[src/rtl/core/imu_window_feature_extractor_defines.svh]
// assertion helpers for the imu window feature extractor
`ifndef IMU_WINDOW_FEATURE_EXTRACTOR_DEFINES_SVH
`define IMU_WINDOW_FEATURE_EXTRACTOR_DEFINES_SVH

`ifndef SYNTH
// checked only out of reset
`define IMUWFE_ASSERT(name, clk, rst_n, prop, msg) \
  name: assert property (@(posedge clk) disable iff (!rst_n) prop) else $error(msg);
// checked at every edge, reset included
`define IMUWFE_ASSERT_ALWAYS(name, clk, prop, msg) \
  name: assert property (@(posedge clk) prop) else $error(msg);
`else
`define IMUWFE_ASSERT(name, clk, rst_n, prop, msg)
`define IMUWFE_ASSERT_ALWAYS(name, clk, prop, msg)
`endif

`endif

[src/rtl/core/imuwfe_pkg.sv]
package imuwfe_pkg;

  // window counter saturates at 2**COUNT_BITS
  localparam int COUNT_BITS = 16;
  localparam int CNT_W      = COUNT_BITS + 1;
  localparam int SUM_W      = 16 + COUNT_BITS;
  localparam int SQ_W       = 31 + COUNT_BITS;
  localparam int Q_W        = 31;
  localparam int STEP_W     = $clog2(Q_W);
  localparam int CMP_W      = (CNT_W > 16) ? CNT_W : 16;
  localparam int NUM_AXES   = 3;

  localparam logic [CNT_W-1:0] COUNT_SAT = {1'b1, {COUNT_BITS{1'b0}}};

  localparam logic [1:0] AXIS_X = 2'd0;
  localparam logic [1:0] AXIS_Y = 2'd1;
  localparam logic [1:0] AXIS_Z = 2'd2;

  typedef struct packed {
    logic signed [15:0] x;
    logic signed [15:0] y;
    logic signed [15:0] z;
    logic               last;
  } sample_t;

  typedef struct packed {
    logic       step;
    logic       clear;
    logic [1:0] axis;
  } acc_ctrl_t;

endpackage

[src/rtl/core/imu_window_feature_extractor.sv]
// imu window feature extractor
// input channel: one three-axis sample per transfer (in_valid / in_stall),
//   in_last_sample marks the final sample of a window
// result channel: one result per window (out_valid / out_stall) holding
//   count, per-axis means, per-axis mean squares and the largest step
// config: cfg_wr_en writes cfg_wr_data into max_samples; write only when idle
// timing: an ordinary sample takes 4 cycles (accept plus one per axis through
//   the shared squarer and accumulator), in_stall is high meanwhile
// a closing sample takes about 6 + 6 x 33 cycles: six divisions (three means,
//   three mean squares) run one after another on one radix-2 divider that
//   yields one quotient bit per cycle over 31 steps
// an over-long window skips the divisions and reports status 1, zero fields
// the finished result sits in an output register; the next window's samples
//   are accepted while it waits, and the next result waits for it to go
// reset (rst_n low, synchronous) clears all sums, the count, the output
//   register and sets max_samples to 65535
// a stalled result holds all fields steady until its transfer
`include "imu_window_feature_extractor_defines.svh"

module imu_window_feature_extractor (
  input  logic               clk,
  input  logic               rst_n,
  input  logic               in_valid,
  output logic               in_stall,
  input  logic signed [15:0] in_accel_x,
  input  logic signed [15:0] in_accel_y,
  input  logic signed [15:0] in_accel_z,
  input  logic               in_last_sample,
  output logic               out_valid,
  input  logic               out_stall,
  output logic               out_status,
  output logic [15:0]        out_window_len,
  output logic signed [15:0] out_mean_x,
  output logic signed [15:0] out_mean_y,
  output logic signed [15:0] out_mean_z,
  output logic [30:0]        out_mean_square_x,
  output logic [30:0]        out_mean_square_y,
  output logic [30:0]        out_mean_square_z,
  output logic [15:0]        out_peak_step,
  input  logic               cfg_wr_en,
  input  logic [15:0]        cfg_wr_data
);
  import imuwfe_pkg::*;

  // sequencer states
  localparam logic [2:0] ST_IDLE     = 3'd0;
  localparam logic [2:0] ST_ACC      = 3'd1;
  localparam logic [2:0] ST_CHECK    = 3'd2;
  localparam logic [2:0] ST_DIV_GO   = 3'd3;
  localparam logic [2:0] ST_DIV_WAIT = 3'd4;
  localparam logic [2:0] ST_DONE     = 3'd5;

  logic [2:0]  state_r, state_nxt;
  logic [1:0]  axis_r, axis_nxt;
  logic        kind_r, kind_nxt;     // 0 mean pass, 1 mean square pass
  logic        bad_r, bad_nxt;
  logic [15:0] max_samples_r;
  sample_t     sample_r;

  logic signed [15:0] mean_r [NUM_AXES];
  logic [Q_W-1:0]     msq_r  [NUM_AXES];

  // output register
  logic               out_valid_r;
  logic               out_status_r;
  logic [15:0]        out_count_r;
  logic signed [15:0] out_mean_r [NUM_AXES];
  logic [30:0]        out_msq_r  [NUM_AXES];
  logic [15:0]        out_delta_r;

  acc_ctrl_t               acc_ctrl;
  logic signed [SUM_W-1:0] sel_sum;
  logic [SQ_W-1:0]         sel_sq;
  logic [CNT_W-1:0]        count;
  logic [15:0]             largest_delta;

  logic                  div_start;
  logic                  div_done;
  logic [Q_W-1:0]        quotient;
  logic [SQ_W-1:0]       dividend;
  logic [SUM_W-1:0]      sum_mag;
  logic                  in_xfer;
  logic                  out_xfer;
  logic                  load_out;
  logic                  window_ok;

  assign in_xfer  = in_valid && !in_stall;
  assign out_xfer = out_valid_r && !out_stall;
  assign in_stall = (state_r != ST_IDLE);

  // result register may be refilled once the old result leaves
  assign load_out = (state_r == ST_DONE) && (!out_valid_r || !out_stall);

  assign window_ok = (count != COUNT_SAT) &&
                     (CMP_W'(count) <= CMP_W'(max_samples_r));

  assign acc_ctrl.step  = (state_r == ST_ACC);
  assign acc_ctrl.clear = load_out;
  assign acc_ctrl.axis  = axis_r;

  // means divide the magnitude and fix the sign afterwards
  assign sum_mag   = sel_sum[SUM_W-1] ? $unsigned(-sel_sum) : $unsigned(sel_sum);
  assign dividend  = kind_r ? sel_sq : SQ_W'(sum_mag);
  assign div_start = (state_r == ST_DIV_GO);

  imuwfe_accum u_accum (
    .clk           (clk),
    .rst_n         (rst_n),
    .ctrl          (acc_ctrl),
    .sample        (sample_r),
    .sel_sum       (sel_sum),
    .sel_sq        (sel_sq),
    .count         (count),
    .largest_delta (largest_delta)
  );

  imuwfe_div u_div (
    .clk      (clk),
    .rst_n    (rst_n),
    .start    (div_start),
    .dividend (dividend),
    .divisor  (count[COUNT_BITS-1:0]),
    .done     (div_done),
    .quotient (quotient)
  );

  always_comb begin
    state_nxt = state_r;
    axis_nxt  = axis_r;
    kind_nxt  = kind_r;
    bad_nxt   = bad_r;
    case (state_r)
      ST_IDLE: begin
        if (in_xfer) begin
          state_nxt = ST_ACC;
          axis_nxt  = AXIS_X;
        end
      end
      ST_ACC: begin
        if (axis_r == AXIS_Z) begin
          axis_nxt  = AXIS_X;
          state_nxt = sample_r.last ? ST_CHECK : ST_IDLE;
        end else begin
          axis_nxt = axis_r + 1'b1;
        end
      end
      ST_CHECK: begin
        // count has settled here, decide before any division
        bad_nxt   = !window_ok;
        kind_nxt  = 1'b0;
        axis_nxt  = AXIS_X;
        state_nxt = window_ok ? ST_DIV_GO : ST_DONE;
      end
      ST_DIV_GO: begin
        state_nxt = ST_DIV_WAIT;
      end
      ST_DIV_WAIT: begin
        if (div_done) begin
          if (axis_r == AXIS_Z) begin
            axis_nxt  = AXIS_X;
            kind_nxt  = 1'b1;
            state_nxt = kind_r ? ST_DONE : ST_DIV_GO;
          end else begin
            axis_nxt  = axis_r + 1'b1;
            state_nxt = ST_DIV_GO;
          end
        end
      end
      ST_DONE: begin
        if (load_out) state_nxt = ST_IDLE;
      end
      default: begin
        state_nxt = ST_IDLE;
      end
    endcase
  end

  always_ff @(posedge clk) begin
    if (!rst_n) begin
      state_r       <= ST_IDLE;
      axis_r        <= AXIS_X;
      kind_r        <= 1'b0;
      bad_r         <= 1'b0;
      max_samples_r <= 16'hFFFF;
      out_valid_r   <= 1'b0;
    end else begin
      state_r <= state_nxt;
      axis_r  <= axis_nxt;
      kind_r  <= kind_nxt;
      bad_r   <= bad_nxt;
      if (cfg_wr_en) max_samples_r <= cfg_wr_data;
      if (load_out) out_valid_r <= 1'b1;
      else if (out_xfer) out_valid_r <= 1'b0;
    end
  end

  // payload registers
  always_ff @(posedge clk) begin
    if (in_xfer) begin
      sample_r.x    <= in_accel_x;
      sample_r.y    <= in_accel_y;
      sample_r.z    <= in_accel_z;
      sample_r.last <= in_last_sample;
    end
    if (state_r == ST_DIV_WAIT && div_done) begin
      if (kind_r) msq_r[axis_r] <= quotient;
      else if (sel_sum[SUM_W-1]) mean_r[axis_r] <= -(16'(quotient));
      else mean_r[axis_r] <= 16'(quotient);
    end
    if (load_out) begin
      out_status_r <= bad_r;
      out_count_r  <= bad_r ? 16'd0 : 16'(count);
      out_delta_r  <= bad_r ? 16'd0 : largest_delta;
      for (int i = 0; i < NUM_AXES; i++) begin
        out_mean_r[i] <= bad_r ? 16'sd0 : mean_r[i];
        // a mean square never exceeds 2**30, so no saturation is reached
        out_msq_r[i]  <= bad_r ? 31'd0 : msq_r[i][30:0];
      end
    end
  end

  assign out_valid         = out_valid_r;
  assign out_status        = out_status_r;
  assign out_window_len    = out_count_r;
  assign out_mean_x        = out_mean_r[0];
  assign out_mean_y        = out_mean_r[1];
  assign out_mean_z        = out_mean_r[2];
  assign out_mean_square_x = out_msq_r[0];
  assign out_mean_square_y = out_msq_r[1];
  assign out_mean_square_z = out_msq_r[2];
  assign out_peak_step     = out_delta_r;

  // a result only appears out of the done state
  `IMUWFE_ASSERT(a_out_from_done, clk, rst_n, $rose(out_valid_r) |-> $past(state_r == ST_DONE), "result without finished window")
  // the accumulator is never stepped while a sample can be taken
  `IMUWFE_ASSERT_ALWAYS(a_step_blocks_input, clk, acc_ctrl.step |-> in_stall, "input open during accumulation")
  // an invalid result carries zero fields
  `IMUWFE_ASSERT(a_bad_zero, clk, rst_n, (out_valid && out_status) |-> (out_window_len == 16'd0 && out_peak_step == 16'd0), "invalid result with data")
  // a valid result covers at least one sample
  `IMUWFE_ASSERT(a_ok_nonempty, clk, rst_n, (out_valid && !out_status) |-> (out_window_len != 16'd0), "valid result with empty window")

endmodule

[src/rtl/core/imuwfe_div.sv]
module imuwfe_div (
  input  logic                            clk,
  input  logic                            rst_n,
  input  logic                            start,
  input  logic [imuwfe_pkg::SQ_W-1:0]     dividend,
  input  logic [imuwfe_pkg::COUNT_BITS-1:0] divisor,
  output logic                            done,
  output logic [imuwfe_pkg::Q_W-1:0]      quotient
);
  import imuwfe_pkg::*;

  logic                  busy_r, busy_nxt;
  logic                  done_r, done_nxt;
  logic [STEP_W-1:0]     step_r, step_nxt;
  logic [COUNT_BITS-1:0] rem_r, rem_nxt;
  logic [COUNT_BITS-1:0] dsr_r, dsr_nxt;
  logic [Q_W-1:0]        dvd_r, dvd_nxt;
  logic [Q_W-1:0]        quo_r, quo_nxt;
  logic [COUNT_BITS:0]   trial;
  logic [COUNT_BITS:0]   diff;
  logic                  qbit;

  // restoring division, one quotient bit per cycle; the quotient is known
  // to fit in Q_W bits so the upper dividend bits seed the remainder
  assign trial = {rem_r, dvd_r[Q_W-1]};
  assign diff  = trial - {1'b0, dsr_r};
  assign qbit  = !diff[COUNT_BITS];

  always_comb begin
    busy_nxt = busy_r;
    done_nxt = 1'b0;
    step_nxt = step_r;
    rem_nxt  = rem_r;
    dsr_nxt  = dsr_r;
    dvd_nxt  = dvd_r;
    quo_nxt  = quo_r;
    if (start) begin
      busy_nxt = 1'b1;
      step_nxt = STEP_W'(Q_W - 1);
      rem_nxt  = dividend[SQ_W-1:Q_W];
      dsr_nxt  = divisor;
      dvd_nxt  = dividend[Q_W-1:0];
    end else if (busy_r) begin
      rem_nxt  = qbit ? diff[COUNT_BITS-1:0] : trial[COUNT_BITS-1:0];
      quo_nxt  = {quo_r[Q_W-2:0], qbit};
      dvd_nxt  = {dvd_r[Q_W-2:0], 1'b0};
      step_nxt = step_r - 1'b1;
      if (step_r == '0) begin
        busy_nxt = 1'b0;
        done_nxt = 1'b1;
      end
    end
  end

  always_ff @(posedge clk) begin
    if (!rst_n) begin
      busy_r <= 1'b0;
      done_r <= 1'b0;
      step_r <= '0;
    end else begin
      busy_r <= busy_nxt;
      done_r <= done_nxt;
      step_r <= step_nxt;
    end
    rem_r <= rem_nxt;
    dsr_r <= dsr_nxt;
    dvd_r <= dvd_nxt;
    quo_r <= quo_nxt;
  end

  assign done     = done_r;
  assign quotient = quo_r;

endmodule

[src/rtl/core/imuwfe_accum.sv]
module imuwfe_accum (
  input  logic                                 clk,
  input  logic                                 rst_n,
  input  imuwfe_pkg::acc_ctrl_t                ctrl,
  input  imuwfe_pkg::sample_t                  sample,
  output logic signed [imuwfe_pkg::SUM_W-1:0]  sel_sum,
  output logic [imuwfe_pkg::SQ_W-1:0]          sel_sq,
  output logic [imuwfe_pkg::CNT_W-1:0]         count,
  output logic [15:0]                          largest_delta
);
  import imuwfe_pkg::*;

  logic signed [SUM_W-1:0] sum_r  [NUM_AXES];
  logic [SQ_W-1:0]         sq_r   [NUM_AXES];
  logic signed [15:0]      prev_r [NUM_AXES];
  logic [CNT_W-1:0]        count_r, count_nxt;
  logic [15:0]             ld_r, ld_nxt;

  logic signed [15:0] s_cur;
  logic signed [16:0] diff;
  logic [16:0]        abs_d;
  logic signed [31:0] prod;
  logic               open;

  always_comb begin
    case (ctrl.axis)
      AXIS_X:  s_cur = sample.x;
      AXIS_Y:  s_cur = sample.y;
      default: s_cur = sample.z;
    endcase
  end

  assign open  = (count_r != COUNT_SAT);
  assign diff  = {s_cur[15], s_cur} - {prev_r[ctrl.axis][15], prev_r[ctrl.axis]};
  assign abs_d = diff[16] ? 17'(-diff) : 17'(diff);
  // one squarer, time shared over the three axes
  assign prod  = s_cur * s_cur;

  always_comb begin
    ld_nxt    = ld_r;
    count_nxt = count_r;
    if (ctrl.clear) begin
      ld_nxt    = '0;
      count_nxt = '0;
    end else if (ctrl.step) begin
      if (count_r != '0 && abs_d[15:0] > ld_r) ld_nxt = abs_d[15:0];
      if (ctrl.axis == AXIS_Z && open) count_nxt = count_r + 1'b1;
    end
  end

  always_ff @(posedge clk) begin
    if (!rst_n) begin
      count_r <= '0;
      ld_r    <= '0;
      for (int i = 0; i < NUM_AXES; i++) begin
        sum_r[i]  <= '0;
        sq_r[i]   <= '0;
        prev_r[i] <= '0;
      end
    end else begin
      count_r <= count_nxt;
      ld_r    <= ld_nxt;
      if (ctrl.clear) begin
        for (int i = 0; i < NUM_AXES; i++) begin
          sum_r[i]  <= '0;
          sq_r[i]   <= '0;
          prev_r[i] <= '0;
        end
      end else if (ctrl.step) begin
        prev_r[ctrl.axis] <= s_cur;
        if (open) begin
          sum_r[ctrl.axis] <= sum_r[ctrl.axis] + SUM_W'(s_cur);
          sq_r[ctrl.axis]  <= sq_r[ctrl.axis] + SQ_W'($unsigned(prod));
        end
      end
    end
  end

  assign sel_sum       = sum_r[ctrl.axis];
  assign sel_sq        = sq_r[ctrl.axis];
  assign count         = count_r;
  assign largest_delta = ld_r;

endmodule
[config.mk]
export PLATFORM = sky130hd
export DESIGN_NAME = imu_window_feature_extractor
export DESIGN_NICKNAME = d
export VERILOG_FILES = /design/src/rtl/core/imuwfe_pkg.sv /design/src/rtl/core/imu_window_feature_extractor.sv /design/src/rtl/core/imuwfe_div.sv /design/src/rtl/core/imuwfe_accum.sv
export VERILOG_INCLUDE_DIRS = /design/src /design/src/rtl/core
export SDC_FILE = /design/constraint.sdc
export NUM_CORES = 2
export LEC_CHECK = 0
export ABC_AREA = 1
export BUFFER_PORTS_ARGS = -buffer_cell sky130_fd_sc_hd__buf_2
export CAP_MARGIN = 10
export CORE_MARGIN = 8
export CORE_UTILIZATION = 60
export DETAILED_ROUTE_END_ITERATION = 8
export HOLD_SLACK_MARGIN = 0.03
export PLACE_DENSITY = 0.78
export SYNTH_ARGS = -nofsm -noshare
export SYNTH_HDL_FRONTEND = slang
export SYNTH_SLANG_ARGS = --single-unit
[constraint.sdc]
create_clock -name clk -period 10.7 [get_ports clk]
set_clock_uncertainty 0.15 [all_clocks]
set_input_delay 1.605 -clock clk [delete_from_list [all_inputs] [get_ports clk]]
set_output_delay 1.605 -clock clk [all_outputs]
set_load 0.005 [all_outputs]
After elaboration in Yosys (flattened, before gate mapping)
Memories as Yosys holds them, arrays and structs flattened. A register that Yosys moved wholly into a read port is not among the register bits.
Cells that the tools add are included.
{ "totals": {"register_bits": 240, "out_inout_bits": 176, "in_bits": 70, "wordCells": 192, "ram_bits": 567, "n_memories": 7} }
{ "classes": {"n_addsub": 10, "order_cmp": 2, "reduce_logical": 34, "n_eq_ne": 13, "mux": 89, "multipliers": 1, "bitwise_logic": 13} }
{ "mem_list": {"columns": ["name", "words", "width", "read_ports", "rd_ports_with_merged_regs", "write_ports", "line", "text"], "rows": [
  ["u_accum.sq_r", 3, 47, 1, 1, 3, "imuwfe_accum.sv:14", "logic [SQ_W-1:0] sq_r [NUM_AXES];"],
  ["u_accum.sum_r", 3, 32, 1, 1, 3, "imuwfe_accum.sv:13", "logic signed [SUM_W-1:0] sum_r [NUM_AXES];"],
  ["msq_r", 3, 31, 3, 0, 1, "imu_window_feature_extractor.sv:61", "logic [Q_W-1:0] msq_r [NUM_AXES];"],
  ["out_msq_r", 3, 31, 3, 0, 3, "imu_window_feature_extractor.sv:68", "logic [30:0] out_msq_r [NUM_AXES];"],
  ["mean_r", 3, 16, 3, 0, 1, "imu_window_feature_extractor.sv:60", "logic signed [15:0] mean_r [NUM_AXES];"],
  ["out_mean_r", 3, 16, 3, 0, 3, "imu_window_feature_extractor.sv:67", "logic signed [15:0] out_mean_r [NUM_AXES];"],
  ["1 more memories", null, null, null, null, null, null, null]
]} }
{ "ops": {"columns": ["operator", "count"], "rows": [
  ["47-bit 2-to-1 mux", 5],
  ["16-bit 2-to-1 mux", 12],
  ["32-bit 2-to-1 mux", 5],
  ["31-bit 2-to-1 mux", 5],
  ["47-bit by 32-bit adder with 47-bit output", 1],
  ["47-bit OR reduction", 1],
  ["1-bit 2-to-1 mux", 36],
  ["32-bit by 16-bit adder with 32-bit output", 1],
  ["16-bit by 16-bit multiplier with 32-bit output", 1],
  ["16-bit negation", 2],
  ["32-bit negation", 1],
  ["16-bit one-hot mux with 2 select lines", 1],
  ["32-bit OR reduction", 1],
  ["2-bit 2-to-1 mux", 13],
  ["3-bit 2-to-1 mux", 7],
  ["3-bit one-hot mux with 6 select lines", 1],
  ["17-bit by 1-bit adder with 17-bit output, second input constant", 1],
  ["17-bit by 16-bit <= comparator with 1-bit output", 1],
  ["17-bit != test, second input constant", 1],
  ["17-bit nonzero test", 1],
  ["16-bit by 16-bit subtractor with 17-bit output", 1],
  ["17-bit by 16-bit subtractor with 17-bit output", 1],
  ["16-bit greater-than comparator", 1],
  ["16-bit OR reduction", 1],
  ["other kinds (28)", 61]
]} }

Longest topological paths before layout
{ "depth": {"word_depth": 8, "ltp_mapped": 43, "ltp_nobuf": 42} }

By module
Synthesis repeated with hierarchy kept, for this count alone.
{ "hier_totals": {"hier_cells": 5475, "hier_area_um2": 52631.7} }
{ "modules_own_cells": {"columns": ["mod", "seq_area_each_um2", "cells_each", "area_each_um2", "n_inst"], "rows": [
  ["imuwfe_accum", 12071.6, 3612, 31914.4, 1],
  ["imu_window_feature_extractor", 11410.9, 1295, 15484.9, 1],
  ["imuwfe_div", 2962.8, 568, 5232.5, 1]
]} }

Worst setup path after synthesis
Ideal clock, no wire load.
{ "synth_timing": {"path_kind": "register -> register", "from": "register axis_r[0]", "to": "memory u_accum.sq_r[0][37] (netlist bit) (data pin)", "path_buffers": 2, "setup_time_ns": 0.266, "arrival_ns": 7.800, "stages_incl_launch_ff": 38, "synth_period_minus_slack_ns": 8.216, "setup_slack_ns": 2.484, "t_required_ns": 10.284, "cell_sequence": "dfxtp_1 -> inv_1 -> nor2_1 -> clkinv_1 -> o21a_1 -> buf_2 -> clkinv_1 -> clkbuf_1 -> nor2_1 -> fa_1 -> inv_1 -> fa_1 -> inv_1 -> fa_1 -> fa_1 -> fa_1 -> fa_1 -> ha_1 -> [2 not listed] -> nand3_1 -> nand3_1 -> nand3_1 -> nand2_1 -> a21oi_1 -> xor2_1 -> ha_1 -> nand2_1 -> nor2_1 -> inv_1 -> nor4_1 -> nand2_1 -> nand2_1 -> nand2_1 -> nand2_1 -> nand3_1 -> nand2_1 -> nor2_1"} }
{ "synth_lines": {"columns": ["element", "line", "text"], "rows": [
  ["start: declaration", "imu_window_feature_extractor.sv:54", "logic [1:0] axis_r, axis_nxt;"],
  ["start signal: assignment", "imu_window_feature_extractor.sv:188", "axis_r <= axis_nxt;"],
  ["end: declaration", "imuwfe_accum.sv:14", null]
]} }

==> key figures <==
Synth
  – Area share of fa/ha/maj cells after synthesis: 0.145
  – Netlist area before placement: between 50,000 and 60,000 um^2
  – Number of enable-type register cells in the synthesized netlist: 838
  – Share of synthesized cell area in and, or, nand and nor gates: 0.161
  – Syn Inst Count: roughly 5,400
  – Most common cell in the synthesized netlist: sky130_fd_sc_hd__inv_1
  – Multiplexer share of the synthesized area: 0
  – XOR/XNOR share of the synthesized area: 0.0246
  – Async set-reset flop share out of synthesis: 0
  – Synth cell count leaders: 925 x sky130_fd_sc_hd__inv_1, 872 x sky130_fd_sc_hd__nand2_1, 838 x sky130_fd_sc_hd__edfxtp_1, 814 x sky130_fd_sc_hd__nor2_1, 253 x sky130_fd_sc_hd__a21oi_1
  – Post-synthesis cell type with the largest combined area: sky130_fd_sc_hd__edfxtp_1
  – Average size of a mapped cell: 9.67 um^2
  – Number of flip-flops and latches in the synthesized netlist: 904
  – Ranking of synthesized cells by area: sky130_fd_sc_hd__edfxtp_1 48%, sky130_fd_sc_hd__fa_1 9.3%, sky130_fd_sc_hd__inv_1 6.7%
  – Syn Nets: 5,925
  – Post-synthesis sequential area ratio: 0.508
  – Area share of the largest cell type after synthesis: 0.482
  – Synth Warn #: 0
  – Flip-flop cell with the highest count after synthesis: sky130_fd_sc_hd__edfxtp_1
  – Post-synthesis cell type count: 63
  – Main combinational cell family by area after synthesis: simple AND/OR/NAND/NOR gates
  – Fraction of the mapped netlist area in compound gates: 0.0781

Worst setup path
  – Setup crit start kind: flip-flop
  – Critical path required time: 10,910 ps
  – Crit-path slowest cell: sky130_fd_sc_hd__fa_1
  – Kind of end point of the critical path: flip-flop
  – Setup CP Type: reg2reg
  – Slowest Stage Delay on Critical Path: 550 ps
  – Crit path arrival time: 10,280 ps
  – Max Fanout on Critical Path: 18

Clocking
  – Clock tree from TritonCTS: done
  – Number of hold buffers added after CTS: 0
  – Total CTS buffers: 92
  – Clock Sinks: 904
  – Root buffer cell: sky130_fd_sc_hd__clkbuf_16
  – Clock transition at the registers of the reported paths: 60 ps
  – H-tree levels: 3
  – Post CTS Setup Buffer Count: 0
  – Insertion delay of the later-clocked pin in the worst-skew pair: slightly below 700 ps
  – Number of buffers between clock root and the deepest sink: 3

Drt
  – WL final: approximately 130 mm
  – Post-detailed-route DRC marker count: 0
  – Average detailed-routed wire length per instance: around 20 um
  – TritonRoute pass-1 iters: 7
  – Vias per cell: 5.59
  – Iteration-0 DRC count of the detailed router: 3,475
  – Vias: 38,200
  – Remaining antenna violation count: 0

Global route
  – Number of global-route vias before repair: 37,800
  – GRT Resource Usage Total: 0.271
  – Initial antenna violation count: 1
  – Pin count of the biggest net entering global routing: 99
  – Overflow left after global routing: 0
  – Wire length of the first global-routing pass: 209 mm

Worst hold path
  – Path type of the worst min-delay path: reg2reg

STA
  – RSZ-0062 raised after global routing: no
  – Post-layout minimum cycle time: 10,060 ps
  – Number of max-slew violations in the final report: 0
  – Post-route setup TNS: 0 ps
  – Post-route clock period utilization: 0.940
  – Highest achievable clock rate: 0.0994 GHz
  – Slew of the pin with the lowest slew margin: 1140 ps
  – Final count of hold timing violations: 0
  – Setup-failing EPs final: 0
  – Normalized max-slew margin: 0.240

Floorplan
  – Core region area: between 80,000 and 90,000 um^2
  – Boundary Pins: 246
  – Cell row count: roughly 110
  – Die boundary width: a little over 300 um
  – Die Height: 311 um
  – Die ar.: 96,600 um^2
  – Initial core utilization: 0.603

Cells and area
  – Diodes inserted: 0
  – Layout net count: between 6,000 and 7,000
  – Fraction of final layout cells sized beyond drive strength 1: 0.0873
  – Post-synthesis to final-layout area growth: 10.1%

Placement
  – Detail Placement HPWL: slightly below 100 mm
  – Buffers added on ports: 245
  – Final RePlAce weighted congestion: roughly 0.97

Run
  – Max Cap Viol: 0

Run status
  – Result of the run: complete, no violations
==> cell usage in the layout (no fill, tap or decap), types with 8 or more instances in the layout <==
cell,instances
sky130_fd_sc_hd__dfxtp_1,63
sky130_fd_sc_hd__nor2_2,13
sky130_fd_sc_hd__a31oi_1,17
sky130_fd_sc_hd__nand4_1,45
sky130_fd_sc_hd__a21o_1,16
sky130_fd_sc_hd__nor4_1,14
sky130_fd_sc_hd__o21bai_1,14
sky130_fd_sc_hd__a32o_1,15
sky130_fd_sc_hd__clkbuf_16,94
sky130_fd_sc_hd__o211ai_1,14
sky130_fd_sc_hd__inv_1,920
sky130_fd_sc_hd__buf_4,44
sky130_fd_sc_hd__nor2_1,805
sky130_fd_sc_hd__o21ai_0,240
sky130_fd_sc_hd__nand2_2,12
sky130_fd_sc_hd__o22a_1,14
sky130_fd_sc_hd__fa_1,242
sky130_fd_sc_hd__a21oi_1,253
sky130_fd_sc_hd__clkbuf_1,20
sky130_fd_sc_hd__buf_2,245
sky130_fd_sc_hd__o21ai_1,23
sky130_fd_sc_hd__clkinv_1,28
sky130_fd_sc_hd__o22ai_1,47
sky130_fd_sc_hd__ha_1,217
sky130_fd_sc_hd__edfxtp_1,838
sky130_fd_sc_hd__xor2_1,87
sky130_fd_sc_hd__nand2_1,866
sky130_fd_sc_hd__xnor2_1,56
sky130_fd_sc_hd__nor3_1,50
sky130_fd_sc_hd__clkinv_2,18
sky130_fd_sc_hd__o21a_1,22
sky130_fd_sc_hd__inv_2,8
sky130_fd_sc_hd__nand3_1,207
sky130_fd_sc_hd__nand3b_1,14
==> worst paths after layout <==
| kind | slack [ps] | endpoint | startpoint | cells after the start |
|---|---|---|---|---|
| worst max-delay path | 640 | u_accum.sq_r[2][38] | axis_r[1] | 36 |
| worst min-delay path | 320 | max_samples_r[12] | max_samples_r[12] | 2 |
| worst max register to register | 640 | u_accum.sq_r[2][38] | axis_r[1] | 36 |
| worst min register to register | 320 | max_samples_r[12] | max_samples_r[12] | 2 |
==> final cells by class <==
class                           count  area (um^2)
Clock inverter                     51          484
Multi-Input combinational cell   3374        21400
Tap cell                         1155         1450
Timing Repair Buffer              289         1560
Sequential cell                   904        26500
Fill cell                        6772        29100
Clock buffer                      116         2450
Inverter                          945         3570
==> registers in the layout, indices dropped and copies added, names as in the netlist, 2 cells and up, named ones only <==
register               cells
out_peak_step             16
u_div.step_r               5
mean_r                    48
max_samples_r             16
u_accum.sum_r            128
u_accum.sq_r             188
u_div.rem_r               16
sample_r                  49
u_div.dvd_r               31
u_div.quotient            31
u_accum.prev_r            64
msq_r                     93
u_div.dsr_r               16
out_window_len            16
out_msq_r                 93
u_accum.largest_delta     16
out_mean_r                48
state_r                    3
u_accum.count             17
axis_r                     2
==> critical path: cells and delay by family (launching register included) <==
family | cells | cell delay [ps]
fa+ha+maj | 8 | 3830
compound gates | 8 | 1880
buf+inv | 8 | 1540
simple gates | 10 | 1210
xor+xnor | 2 | 750
flops | 1 | 370
==> kinds of logic after synthesis <==
kind of cell / after synthesis
DFF: 904
adders and majority gates: 459
buffers and inverters: 1118
xor gates and xnor gates: 145
AOI/OAI and AO/OA: 713
and+or+nand+nor: 2057
==> repair_timing <==
action / CTS / global route
resized for setup: 0 / 4
hold endpoints to repair: 0 / 0
endpoints found under the setup margin: 0 / 16
==> layer usage <==
| layer | global-route usage | vias to the layer above | part of all wire |
|---|---|---|---|
| met2 | 0.460 | 1597 | 0.48 |
| met5 | 0 | - | 0 |
| met3 | 0.0467 | 279 | 0.079 |
| met1 | 0.349 | 18300 | 0.40 |
| li1 | - | 18000 | - |
| met4 | 0.103 | 0 | 0.040 |
==> through the flow <==
step / cell area, um^2 / hold slack [ps] / utilization / setup WS [ps] / std cells
floorplan: 52200 / 287 / - / 2480 / 5396
global placement: 54500 / 305 / 0.630 / 575 / 6667
detailed placement: 54500 / 312 / 0.630 / 634 / 6667
CTS: 57400 / 322 / 0.664 / 571 / 6834
global route: 57400 / 349 / 0.664 / 35.4 / 6834
finish: 57400 / 318 / 0.664 / 637 / 6834
Power is left out: the tool's default activity adds up to more than one toggle a clock period on the data nets, which glitch-free logic cannot reach.
